[config.mk]
export PLATFORM = sky130hd
export DESIGN_NAME = shared_pool_port_queue_manager_unit
export DESIGN_NICKNAME = d
export VERILOG_FILES = /design/src/hdl/spqm_pkg.sv /design/src/hdl/spqm_ram.sv /design/src/hdl/shared_pool_port_queue_manager_unit.sv
export SDC_FILE = /design/constraint.sdc
export NUM_CORES = 1
export LEC_CHECK = 0
export BUFFER_PORTS_ARGS = -buffer_cell sky130_fd_sc_hd__clkbuf_2
export CORE_UTILIZATION = 55
export CTS_CLUSTER_DIAMETER = 50
export DETAILED_ROUTE_END_ITERATION = 12
export GPL_TIMING_DRIVEN = 0
export PLACE_DENSITY = 0.74
export SLEW_MARGIN = 15
export SYNTH_ARGS = -nofsm -noshare
export SYNTH_HDL_FRONTEND = slang
export SYNTH_SLANG_ARGS = --single-unit
[constraint.sdc]
create_clock -name clock -period 3.2 [get_ports clock]
set_input_delay 0.48 -clock clock [delete_from_list [all_inputs] [get_ports clock]]
set_output_delay 0.48 -clock clock [all_outputs]
set_load 0.02 [all_outputs]
[src/hdl/spqm_pkg.sv]
package spqm_pkg;

   localparam int CMD_W    = 2;
   localparam int PORT_W   = 3;
   localparam int STATUS_W = 2;
   localparam int SLOT_W   = 4;
   localparam int ID_W     = 8;

   typedef enum logic [CMD_W-1:0] {
      CMD_ENQUEUE = 2'd0,
      CMD_DEQUEUE = 2'd1,
      CMD_FLUSH   = 2'd2
   } cmd_type;

   typedef enum logic [STATUS_W-1:0] {
      STAT_OK          = 2'd0,
      STAT_POOL_EMPTY  = 2'd1,
      STAT_BAD_PORT    = 2'd2,
      STAT_QUEUE_EMPTY = 2'd3
   } status_type;

   typedef enum logic [2:0] {
      ST_IDLE,
      ST_ENQ,
      ST_DEQ,
      ST_FLUSH,
      ST_DONE
   } state_type;

   typedef struct packed {
      logic [CMD_W-1:0]  command;
      logic [PORT_W-1:0] port;
      logic              insert_at_head;
   } req_type;

   typedef struct packed {
      logic [STATUS_W-1:0] status;
      logic [SLOT_W-1:0]   slot;
      logic [ID_W-1:0]     packet_id;
   } rsp_type;

endpackage

[src/hdl/spqm_ram.sv]
module spqm_ram #(
   parameter int WIDTH = 8,
   parameter int DEPTH = 16
) (
   input  logic                                   clock,
   input  logic                                   wr_en,
   input  logic [((DEPTH > 1) ? $clog2(DEPTH) : 1)-1:0] wr_addr,
   input  logic [WIDTH-1:0]                       wr_data,
   input  logic                                   rd_en,
   input  logic [((DEPTH > 1) ? $clog2(DEPTH) : 1)-1:0] rd_addr,
   output logic [WIDTH-1:0]                       rd_data
);

   logic [WIDTH-1:0] mem_ff [DEPTH];
   logic [WIDTH-1:0] rd_data_ff;

   // read-first: a read and write of one entry in a cycle returns the old word
   always_ff @(posedge clock) begin
      if (wr_en) begin
         mem_ff[wr_addr] <= wr_data;
      end
      if (rd_en) begin
         rd_data_ff <= mem_ff[rd_addr];
      end
   end

   assign rd_data = rd_data_ff;

endmodule

[src/hdl/shared_pool_port_queue_manager_unit.sv]
// channel   ports                              word
// --------  ---------------------------------  ------------------------------------
// request   req_valid, req_ready, req_data     command, port, insert_at_head
// response  rsp_valid, rsp_ready, rsp_data     status, slot, packet_id
//
// steps: enqueue and dequeue read the link memory, then write back; errors, unused
//   commands and a flush of an empty queue pass through a done state; a flush walks its n slots
// the link memory has a single read port: a flush walk reads one link per cycle
// reset clears all control state at once; no clearing pass, the per-slot written bits
//   stand in for the reset contents of both memories
// a new request is taken while an earlier response word still waits; the last cycle
//   of a command stalls with no side effects until the response register is free
module shared_pool_port_queue_manager_unit import spqm_pkg::*; #(
   parameter int POOL_SLOTS = 16,
   parameter int PORT_COUNT = 4
) (
   input  logic    clock,
   input  logic    reset,
   input  logic    req_valid,
   output logic    req_ready,
   input  req_type req_data,
   output logic    rsp_valid,
   input  logic    rsp_ready,
   output rsp_type rsp_data
);

   localparam int SLOT_AW = $clog2(POOL_SLOTS);
   localparam int LINK_W  = $clog2(POOL_SLOTS + 1);
   localparam int PORT_AW = (PORT_COUNT > 1) ? $clog2(PORT_COUNT) : 1;
   localparam int CNT_W   = LINK_W;
   localparam logic [LINK_W-1:0] LINK_NULL = LINK_W'(POOL_SLOTS);

   function automatic logic link_ok(input logic [LINK_W-1:0] l);
      return l < LINK_NULL;
   endfunction

   // control and pointer registers
   state_type            state_ff, state_in;
   logic [LINK_W-1:0]    free_head_ff, free_head_in;
   logic [LINK_W-1:0]    head_ff [PORT_COUNT];
   logic [LINK_W-1:0]    head_in [PORT_COUNT];
   logic [LINK_W-1:0]    tail_ff [PORT_COUNT];
   logic [LINK_W-1:0]    tail_in [PORT_COUNT];
   logic [ID_W-1:0]      seq_ff  [PORT_COUNT];
   logic [ID_W-1:0]      seq_in  [PORT_COUNT];
   logic [POOL_SLOTS-1:0] vld_ff, vld_in;
   logic                 rsp_valid_ff, rsp_valid_in;

   // per-command working registers
   logic [PORT_AW-1:0]   port_ff, port_in;
   logic                 at_head_ff, at_head_in;
   logic [SLOT_AW-1:0]   cur_ff, cur_in;
   logic [CNT_W-1:0]     cnt_ff, cnt_in;
   rsp_type              res_ff, res_in;
   logic [SLOT_AW-1:0]   rd_addr_ff, rd_addr_in;
   logic                 rd_vld_ff, rd_vld_in;
   rsp_type              rsp_data_ff, rsp_data_in;

   // memory ports
   logic                 rd_en;
   logic                 link_we;
   logic [SLOT_AW-1:0]   link_waddr;
   logic [LINK_W-1:0]    link_wdata;
   logic [LINK_W-1:0]    link_q;
   logic                 id_we;
   logic [ID_W-1:0]      id_wdata;
   logic [ID_W-1:0]      id_q;

   // decode and datapath helpers
   logic                 out_free;
   logic                 fin;
   rsp_type              fin_rsp;
   logic                 cmd_known;
   logic                 bad_port;
   logic [PORT_AW-1:0]   req_pidx;
   logic [LINK_W-1:0]    req_head;
   logic [LINK_W-1:0]    req_tail;
   logic [LINK_W-1:0]    cur_head;
   logic [LINK_W-1:0]    cur_tail;
   logic [LINK_W-1:0]    link_rd;
   logic [ID_W-1:0]      id_rd;
   logic [ID_W-1:0]      seq_nx;
   logic                 q_empty;
   logic [CNT_W-1:0]     cnt_nx;
   logic                 more;

   spqm_ram #(.WIDTH(LINK_W), .DEPTH(POOL_SLOTS)) u_link_ram (
      .clock   (clock),
      .wr_en   (link_we),
      .wr_addr (link_waddr),
      .wr_data (link_wdata),
      .rd_en   (rd_en),
      .rd_addr (rd_addr_in),
      .rd_data (link_q)
   );

   // id writes always go to the slot under work
   spqm_ram #(.WIDTH(ID_W), .DEPTH(POOL_SLOTS)) u_id_ram (
      .clock   (clock),
      .wr_en   (id_we),
      .wr_addr (cur_ff),
      .wr_data (id_wdata),
      .rd_en   (rd_en),
      .rd_addr (rd_addr_in),
      .rd_data (id_q)
   );

   assign out_free  = !rsp_valid_ff || rsp_ready;
   assign req_ready = (state_ff == ST_IDLE);
   assign rsp_valid = rsp_valid_ff;
   assign rsp_data  = rsp_data_ff;

   assign cmd_known = (req_data.command == CMD_ENQUEUE) || (req_data.command == CMD_DEQUEUE) ||
                      (req_data.command == CMD_FLUSH);
   assign bad_port  = {1'b0, req_data.port} >= 4'(PORT_COUNT);
   assign req_pidx  = req_data.port[PORT_AW-1:0];
   assign req_head  = head_ff[req_pidx];
   assign req_tail  = tail_ff[req_pidx];
   assign cur_head  = head_ff[port_ff];
   assign cur_tail  = tail_ff[port_ff];

   // a slot never written still holds its reset contents: chained to the next, id zero
   assign link_rd = rd_vld_ff ? link_q : (LINK_W'(rd_addr_ff) + LINK_W'(1));
   assign id_rd   = rd_vld_ff ? id_q : '0;

   assign q_empty = !(link_ok(cur_head) && link_ok(cur_tail));
   assign cnt_nx  = cnt_ff + CNT_W'(1);
   assign more    = link_ok(link_rd) && (cnt_nx < CNT_W'(POOL_SLOTS));

   always_comb begin
      seq_nx = seq_ff[port_ff] + ID_W'(1);
      if (seq_nx == '0) begin
         seq_nx = ID_W'(1);
      end
   end

   always_comb begin
      state_in     = state_ff;
      free_head_in = free_head_ff;
      head_in      = head_ff;
      tail_in      = tail_ff;
      seq_in       = seq_ff;
      vld_in       = vld_ff;
      port_in      = port_ff;
      at_head_in   = at_head_ff;
      cur_in       = cur_ff;
      cnt_in       = cnt_ff;
      res_in       = res_ff;
      rd_addr_in   = rd_addr_ff;
      rd_en        = 1'b0;
      link_we      = 1'b0;
      link_waddr   = cur_ff;
      link_wdata   = free_head_ff;
      id_we        = 1'b0;
      id_wdata     = '0;
      fin          = 1'b0;
      fin_rsp      = '0;

      unique case (state_ff)
         ST_IDLE: begin
            if (req_valid) begin
               port_in    = req_pidx;
               at_head_in = req_data.insert_at_head;
               res_in     = '0;
               state_in   = ST_DONE;
               if (!cmd_known) begin
                  // unused command code: plain ok word, nothing changes
                  res_in.status = STAT_OK;
               end else if (bad_port) begin
                  res_in.status = STAT_BAD_PORT;
               end else begin
                  unique case (req_data.command)
                     CMD_ENQUEUE: begin
                        if (!link_ok(free_head_ff)) begin
                           res_in.status = STAT_POOL_EMPTY;
                        end else begin
                           rd_en      = 1'b1;
                           rd_addr_in = free_head_ff[SLOT_AW-1:0];
                           cur_in     = free_head_ff[SLOT_AW-1:0];
                           state_in   = ST_ENQ;
                           // tail link written now, leaves the write port free next cycle
                           if (link_ok(req_head) && link_ok(req_tail) &&
                               !req_data.insert_at_head) begin
                              link_we    = 1'b1;
                              link_waddr = req_tail[SLOT_AW-1:0];
                              link_wdata = free_head_ff;
                           end
                        end
                     end
                     CMD_DEQUEUE: begin
                        if (!link_ok(req_head)) begin
                           res_in.status = STAT_QUEUE_EMPTY;
                        end else begin
                           rd_en      = 1'b1;
                           rd_addr_in = req_head[SLOT_AW-1:0];
                           cur_in     = req_head[SLOT_AW-1:0];
                           state_in   = ST_DEQ;
                        end
                     end
                     CMD_FLUSH: begin
                        if (link_ok(req_head)) begin
                           rd_en      = 1'b1;
                           rd_addr_in = req_head[SLOT_AW-1:0];
                           cur_in     = req_head[SLOT_AW-1:0];
                           cnt_in     = '0;
                           state_in   = ST_FLUSH;
                        end
                     end
                     default: ;
                  endcase
               end
            end
         end

         ST_ENQ: begin
            if (out_free) begin
               fin          = 1'b1;
               link_we      = 1'b1;
               link_waddr   = cur_ff;
               link_wdata   = (q_empty || !at_head_ff) ? LINK_NULL : cur_head;
               id_we        = 1'b1;
               id_wdata     = seq_nx;
               vld_in[cur_ff] = 1'b1;
               free_head_in = link_rd;
               seq_in[port_ff] = seq_nx;
               if (q_empty) begin
                  head_in[port_ff] = LINK_W'(cur_ff);
                  tail_in[port_ff] = LINK_W'(cur_ff);
               end else if (!at_head_ff) begin
                  tail_in[port_ff] = LINK_W'(cur_ff);
               end else begin
                  head_in[port_ff] = LINK_W'(cur_ff);
               end
               fin_rsp.status    = STAT_OK;
               fin_rsp.slot      = SLOT_W'(cur_ff);
               fin_rsp.packet_id = seq_nx;
               state_in          = ST_IDLE;
            end
         end

         ST_DEQ: begin
            if (out_free) begin
               fin          = 1'b1;
               link_we      = 1'b1;
               link_waddr   = cur_ff;
               link_wdata   = free_head_ff;
               id_we        = 1'b1;
               id_wdata     = '0;
               vld_in[cur_ff] = 1'b1;
               free_head_in = LINK_W'(cur_ff);
               if (link_ok(link_rd)) begin
                  head_in[port_ff] = link_rd;
               end else begin
                  head_in[port_ff] = LINK_NULL;
                  tail_in[port_ff] = LINK_NULL;
               end
               fin_rsp.status    = STAT_OK;
               fin_rsp.slot      = SLOT_W'(cur_ff);
               fin_rsp.packet_id = id_rd;
               state_in          = ST_IDLE;
            end
         end

         ST_FLUSH: begin
            // next link already read; recycle this slot, then read the following one or finish
            if (more || out_free) begin
               link_we      = 1'b1;
               link_waddr   = cur_ff;
               link_wdata   = free_head_ff;
               id_we        = 1'b1;
               id_wdata     = '0;
               vld_in[cur_ff] = 1'b1;
               free_head_in = LINK_W'(cur_ff);
               cnt_in       = cnt_nx;
               if (more) begin
                  rd_en      = 1'b1;
                  rd_addr_in = link_rd[SLOT_AW-1:0];
                  cur_in     = link_rd[SLOT_AW-1:0];
               end else begin
                  fin              = 1'b1;
                  head_in[port_ff] = LINK_NULL;
                  tail_in[port_ff] = LINK_NULL;
                  fin_rsp.status   = STAT_OK;
                  state_in         = ST_IDLE;
               end
            end
         end

         ST_DONE: begin
            if (out_free) begin
               fin      = 1'b1;
               fin_rsp  = res_ff;
               state_in = ST_IDLE;
            end
         end

         default: state_in = ST_IDLE;
      endcase
   end

   assign rd_vld_in    = vld_ff[rd_addr_in];
   assign rsp_valid_in = fin || (rsp_valid_ff && !rsp_ready);
   assign rsp_data_in  = fin ? fin_rsp : rsp_data_ff;

   always_ff @(posedge clock) begin
      if (reset) begin
         state_ff     <= ST_IDLE;
         free_head_ff <= '0;
         for (int i = 0; i < PORT_COUNT; i++) begin
            head_ff[i] <= LINK_NULL;
            tail_ff[i] <= LINK_NULL;
            seq_ff[i]  <= '0;
         end
         vld_ff       <= '0;
         rsp_valid_ff <= 1'b0;
      end else begin
         state_ff     <= state_in;
         free_head_ff <= free_head_in;
         head_ff      <= head_in;
         tail_ff      <= tail_in;
         seq_ff       <= seq_in;
         vld_ff       <= vld_in;
         rsp_valid_ff <= rsp_valid_in;
      end
   end

   // working registers, no reset needed
   always_ff @(posedge clock) begin
      port_ff     <= port_in;
      at_head_ff  <= at_head_in;
      cur_ff      <= cur_in;
      cnt_ff      <= cnt_in;
      res_ff      <= res_in;
      rsp_data_ff <= rsp_data_in;
      if (rd_en) begin
         rd_addr_ff <= rd_addr_in;
         rd_vld_ff  <= rd_vld_in;
      end
   end

   // a finished dequeue puts its slot on top of the free list
   a_deq_frees: assert property (@(posedge clock) disable iff (reset)
      (state_ff == ST_DEQ && out_free) |=> free_head_ff == LINK_W'($past(cur_ff)))
      else $error("dequeued slot not at free list head");

   // a finished enqueue leaves the port queue non-empty
   a_enq_links: assert property (@(posedge clock) disable iff (reset)
      (state_ff == ST_ENQ && out_free) |=>
         (head_ff[port_ff] != LINK_NULL) && (tail_ff[port_ff] != LINK_NULL))
      else $error("enqueue left port queue empty");

   // the flush walk stays within the pool size
   a_flush_bound: assert property (@(posedge clock) disable iff (reset)
      state_ff == ST_FLUSH |-> cnt_ff < CNT_W'(POOL_SLOTS))
      else $error("flush walk exceeded pool size");

   // a new response word only comes out of a command in progress
   a_rsp_source: assert property (@(posedge clock) disable iff (reset)
      (rsp_valid_ff && !$past(rsp_valid_ff)) |-> $past(state_ff) != ST_IDLE)
      else $error("response word without a command");

endmodule

# Yosys cells after proc, flatten, opt, wreduce, memory -nomap -nowiden
# Memories as Yosys holds them, arrays and structs flattened. A register that Yosys moved wholly into a read port is not among the register bits.
# Index checks and enable logic that the tools add are counted.
# Widths: inputs -> output; s select.
dict set report totals {
  ramBits 208
  memories 2
  output_inout_bits 16
  ff_bits 130
  wordCells 252
  in_bits 10
}
dict set report op_classes {
  bitwise 9
  n_lt_le_gt_ge 14
  add_sub_neg 3
  muxes 136
  n_eq_ne 24
  reduce_logical 37
}
# memory depth width read_ports rd_ports_with_merged_regs write_ports line
set mem_list {}
lappend mem_list {u_id_ram.mem_ff 16 8 1 1 1 spqm_ram.sv:14} ;# logic [WIDTH-1:0] mem_ff [DEPTH];
lappend mem_list {u_link_ram.mem_ff 16 5 1 1 1 spqm_ram.sv:14}
# op n
set ops {}
lappend ops {{$mux 20} 14}
lappend ops {{$pmux 20 s3} 2}
lappend ops {{$mux 5} 22}
lappend ops {{$mux 4} 21}
lappend ops {{$bwmux 20} 3}
lappend ops {{$mux 8} 7}
lappend ops {{$bmux 5 s2} 4}
lappend ops {{$pmux 12 s3} 1}
lappend ops {{$lt 5x5->1 const B} 7}
lappend ops {{$and 16x16->16} 2}
lappend ops {{$bwmux 32} 1}
lappend ops {{$mux 16} 2}
lappend ops {{$pmux 16 s2} 1}
lappend ops {{$pmux 4 s2} 4}
lappend ops {{$mux 3} 9}
lappend ops {{$mux 1} 24}
lappend ops {{$mux 12} 2}
lappend ops {{$pmux 3 s3} 2}
lappend ops {{$bmux 8 s2} 1}
lappend ops {{$demux 8 s2} 1}
lappend ops {{$ne 2x2->1 const B} 8}
lappend ops {{$not 16->16} 1}
lappend ops {{$or 16x16->16} 1}
lappend ops {{$pmux 5 s3} 1}
lappend ops {{other kinds (44)} 82}

# Longest topological paths before layout
dict set report depth {
  ltp_word 16
  ltp_mapped 13
  depth_no_buf 11
}

# By module
# From an unflattened synthesis, not the netlist that was laid out.
dict set report hier_totals {
  hier_cells 1047
  hier_area_um2 15090.7
}
# module n_inst cells_each seq_area_each_um2 area_each_um2
set modules_own_cells {}
lappend modules_own_cells {shared_pool_port_queue_manager_unit 1 663 2932.8 6600.1}
lappend modules_own_cells {{spqm_ram at u_id_ram} 1 229 4083.9 5227.5}
lappend modules_own_cells {{spqm_ram at u_link_ram} 1 155 2552.4 3263.1}

# Worst setup path after synthesis
# Ideal clock, no wire load.
dict set report synth_timing {
  path_kind {input to register}
  start {input req_data[4] in the netlist's numbering}
  end {memory u_link_ram.mem_ff[0][0] in the netlist's numbering, enable pin}
  path_buffers 1
  arrival_ns 2.816
  required_time_ns 2.860
  setup_time_ns 0.340
  stages 8
  path_slack_ns 0.045
  path_cell_list {ha_1 or4b_1 nor2_4 or4b_1 buf_2 mux2_4 or2_1 nor2_1}
}
dict set report synth_between {
  elab_chain_cells 8
  elab_cells_between_ends 17
}
# element line
set synth_lines {}
lappend synth_lines {{from (decl)} shared_pool_port_queue_manager_unit.sv:21} ;# input req_type req_data,
lappend synth_lines {{$logic_not 2->1 or $eq 2x1->1 (tied branches)} {shared_pool_port_queue_manager_unit.sv:113, shared_pool_port_queue_manager_unit.sv:172}}
lappend synth_lines {{$mux 1 or $logic_or 1x1->1 (tied branches)} {shared_pool_port_queue_manager_unit.sv:172, shared_pool_port_queue_manager_unit.sv:113}}
lappend synth_lines {{$mux 1 or $logic_or 1x1->1 (tied branches)} {shared_pool_port_queue_manager_unit.sv:169, shared_pool_port_queue_manager_unit.sv:113}}
lappend synth_lines {{$mux 1} shared_pool_port_queue_manager_unit.sv:166} ;# if (!cmd_known) begin
lappend synth_lines {{$mux 1} shared_pool_port_queue_manager_unit.sv:161} ;# if (req_valid) begin
lappend synth_lines {{$pmux 1 s3} shared_pool_port_queue_manager_unit.sv:159} ;# unique case (state_ff)
lappend synth_lines {{$mux 1} spqm_ram.sv:19} ;# if (wr_en) begin
lappend synth_lines {{$mux 1 (implied by the code)} spqm_ram.sv:20} ;# mem_ff[wr_addr] <= wr_data;
lappend synth_lines {{to (decl)} spqm_ram.sv:14}
# Several ways; a longest one is shown, not always the timed one.

# Worst setup path after layout
dict set report layout_timing {
  start {register rd_addr_ff[0]}
  end {register u_link_ram.rd_data_ff[2], in the netlist u_link_ram.rd_data[2] (read register of u_link_ram.mem_ff), data pin}
}
dict set report layout_between {
  elab_chain_cells 7
  elab_cells_between_ends 17
}
# element line
set layout_lines {}
lappend layout_lines {{from (decl)} shared_pool_port_queue_manager_unit.sv:55} ;# logic [SLOT_AW-1:0] rd_addr_ff, rd_addr_in;
lappend layout_lines {{from (signal assigned)} shared_pool_port_queue_manager_unit.sv:336} ;# rd_addr_ff <= rd_addr_in;
lappend layout_lines {{$add 4x1->5} shared_pool_port_queue_manager_unit.sv:123} ;# assign link_rd = rd_vld_ff ? link_q : (LINK_W'(rd_addr_ff) + LINK_W'(1));
lappend layout_lines {{$mux 5} shared_pool_port_queue_manager_unit.sv:123}
lappend layout_lines {{$lt 5x5->1} shared_pool_port_queue_manager_unit.sv:34} ;# return l < LINK_NULL;
lappend layout_lines {{$logic_and 1x1->1} shared_pool_port_queue_manager_unit.sv:128} ;# assign more = link_ok(link_rd) && (cnt_nx < CNT_W'(POOL_SLOTS));
lappend layout_lines {{$mux 4, or another cell as far along} shared_pool_port_queue_manager_unit.sv:275} ;# if (more) begin
lappend layout_lines {{$mux 4 or $mux 1 (tied branches)} shared_pool_port_queue_manager_unit.sv:266} ;# if (more || out_free) begin
lappend layout_lines {{$pmux 4 s2 or $pmux 1 s2 (tied branches)} shared_pool_port_queue_manager_unit.sv:159}
lappend layout_lines {{to (decl)} spqm_ram.sv:15} ;# logic [WIDTH-1:0] rd_data_ff;
# Several ways; a longest one is shown, not always the timed one.
# A chain may end at the register's enable or synchronous reset.

==> reports/metrics.csv <==
metric;value;unit
status;finished, violations left;
violations;setup timing;
synth_ff_type;edfxtp_1;
io_buffer_count;24;
dp_hpwl;28.4;mm
gr-total-overflow;0;
vias;11300;
grt_pass1_vias;10700;
synthTopCellsByCount;254 x edfxtp_1, 141 x nor2_1, 99 x nand2_1;
wl_per_cell;23.8;um
drt_iter0_markers;1272;
ys_seq_area_share;62.5;%
reg2reg_to;u_link_ram.rd_data[2];
die-area;28500;um2
drc;0;
arrival;3.50;ns
rrSetupSlack;-0.03;ns
layout_setup_ws;-0.0322;ns
hold_class;input pin to flop;
rsz0062_at_grt;yes;
syn_area_per_cell;12.0;um2
die_w;169;um
cts-root-buf;clkbuf_16;
power.density;542;nW/um2
max_cap_viol_count;0;
synth_cell_types;69;
design.core.area;27100;um2
die_h;169;um
synth_area;15300;um2
startpoint_type;flop;
cts_made_buffers;37;
synth_top_area_share;49.8;%
synth-edff-count;254;
place_ws;-1.10;ns
crit_chain;ha_1 > and4b_1 > a21oi_4 > nand3_1 > buf_2 > a311oi_4 > buf_6 > buf_4 > o21ai_0 > a32oi_2 > o211ai_1;
h-tree-depth;2;
start_util;56.5;%
max_stage_delay;0.41;ns
power;9580;uW
fill_cells;1974;
timing.final.crit_share;101;%
synth_seq_cells;351;
crit_buf_inv;3;
hold_viol;0;
clock_path_buffers;3;
drive_gt1_share;19.5;%
final.setup.tns;-0.0819;ns
grt_max_degree;19;
cts_hold_buf;0;
reg2reg_depth;11;
num-nets-final;1370;
timing.hold.worst_path_depth;1;
place.gp.congestion;0.950;
cp.required;3.47;ns
antenna_cells;0;
period_needed;3.23;ns
ant_nets;0;
slowest_stage;edfxtp_1;
num_rows;60;
skew;0.0288;ns
vdd_drop_max;0.441;mV
antenna_found_initial;0;
clk_latency;0.54;ns
finalMaxSlewViolations;0;
crit_type;flop to flop;
cp-end-kind;flop;
synth_largest_area_cell;edfxtp_1;
drt_pass1_iterations;6;
synthTopCellsByArea;edfxtp_1 50%, dfxtp_1 13%, nor2_1 3.5%, mux4_2 3.2%, o21ai_0 2.7%;
synth_most_common_cell;edfxtp_1;
hold_ws;0.146;ns
holdCritStartpoint;req_data[2];
drt_wl_total;41.8;mm
synthArstFlopShare;0;%
grt_first_pass_wirelength;62.7;mm
io_pins;26;
synth_fp_nets;1294;
crit_fanout;10;
clkSinkCount;351;
cts.clk_slew.worst_paths;0.06;ns
fmaxAchievable;0.309;GHz
areaGrowthSynthToFinish;15.5;%
rr_startpoint;rd_addr_ff[0];
min_to;port_ff[1];
setup_violations;8;
cts_tree;done;
cp_top_family;compound AO/OA/AOI/OAI gates;
viasPerCell;6.43;
netlist_instances;1277;
tightest_slew;0.954;ns
slew_headroom;36.3;%
p_leak;0.00580;uW
grt_use_total;29.3;%
yosys_warnings;0;
==> flip-flops by register name, summed over array words and instances, names as in the netlist, 3 cells and up <==
register and cells:
cnt_ff 5, cur_ff 4, seq_ff 32, u_id_ram.mem_ff 128
state_ff 3, head_ff 20, u_link_ram.rd_data 5, rd_addr_ff 4
rsp_data 14, vld_ff 16, u_link_ram.mem_ff 80, u_id_ram.rd_data 8
tail_ff 20, free_head_ff 5
==> routing by layer <==
layer | GRT usage, % | part of all wire, %
met5 | 0 | 0
met4 | 13.2 | 3.9
met3 | 4.49 | 9.0
met2 | 46.7 | 47
met1 | 39.9 | 40
==> timing repair <==
item | 4_1_cts | 5_1_grt
pin swaps | 8 | 6
setup endpoints to repair | 342 | 216
setup buffers | 8 | 4
hold endpoints to repair | 0 | 0
resized for setup | 60 | 61
==> final cells by class <==
cell class | instances | area [um2] | share of cell area, %
tap | 372 | 465 | 2.63
sequential | 351 | 9570 | 54.1
clock inverter | 17 | 119 | 0.672
buffer | 92 | 480 | 2.72
multi-input combinational | 808 | 5650 | 31.9
inverter | 25 | 98.8 | 0.559
timing repair buffer | 38 | 254 | 1.44
clock buffer | 51 | 1050 | 5.93
==> report_power, final <==
group          switching (uW)  internal [uW]  leakage [uW]  total [uW]
clock                    1800           2320      0.000569        4120
combinational             372            183       0.00237         555
sequential               24.1           4880       0.00287        4910
==> worst max path at each step <==
| stage | from | end | slack [ns] | cells after the start |
|---|---|---|---|---|
| 2_1_floorplan | req_data[4] | u_link_ram.mem_ff[0][0] | 0.04 | 8 |
| 3_3_place_gp | port_ff[0] | u_id_ram.mem_ff[0][0] | -1.07 | 11 |
| 3_5_place_dp | port_ff[0] | u_id_ram.mem_ff[0][0] | -1.10 | 11 |
| 4_1_cts | state_ff[0] | u_link_ram.mem_ff[0][3] | -0.03 | 8 |
| 5_1_grt | rd_addr_ff[0] | u_id_ram.rd_data[6] | -0.06 | 13 |
| 6_report | rd_addr_ff[0] | u_link_ram.rd_data[2] | -0.03 | 11 |
==> layout by cell type (no fill, tap or decap), types with 23 or more instances in the layout <==
cell type | synthesis | layout
clkbuf_2 | 0 | 31
inv_1 | 23 | 23
dfxtp_1 | 97 | 96
o21ai_0 | 84 | 79
edfxtp_1 | 254 | 254
nand2_1 | 99 | 99
a31oi_1 | 43 | 40
clkbuf_1 | 51 | 48
a21oi_1 | 59 | 59
clkbuf_16 | 0 | 38
nor2_1 | 141 | 109
mux2i_1 | 25 | 24
a211oi_1 | 31 | 31
buf_2 | 29 | 26
o211ai_1 | 30 | 30
==> metrics by stage <==
step | cells | utilization [%] | instance area [um2]
6_report | 1754 | 65.3 | 17700
5_1_grt | 1754 | 65.3 | 17700
4_1_cts | 1750 | 64.3 | 17400
3_5_place_dp | 1675 | 58.9 | 16000
3_3_place_gp | 1673 | 58.7 | 15900
2_1_floorplan | 1277 | - | 15300
==> kinds of logic (layout without fill, tap and decap cells) <==
group | Yosys count | after routing | share of synthesized area, %
xor+xnor | 12 | 12 | 0.686
simple gates | 377 | 377 | 11.8
compound gates | 362 | 362 | 15.9
flops | 351 | 351 | 62.5
buf+inv | 118 | 223 | 3.44
mux | 50 | 50 | 5.14
fa+ha+maj | 7 | 7 | 0.572
Note: power is estimated with default switching activity, not from simulation.
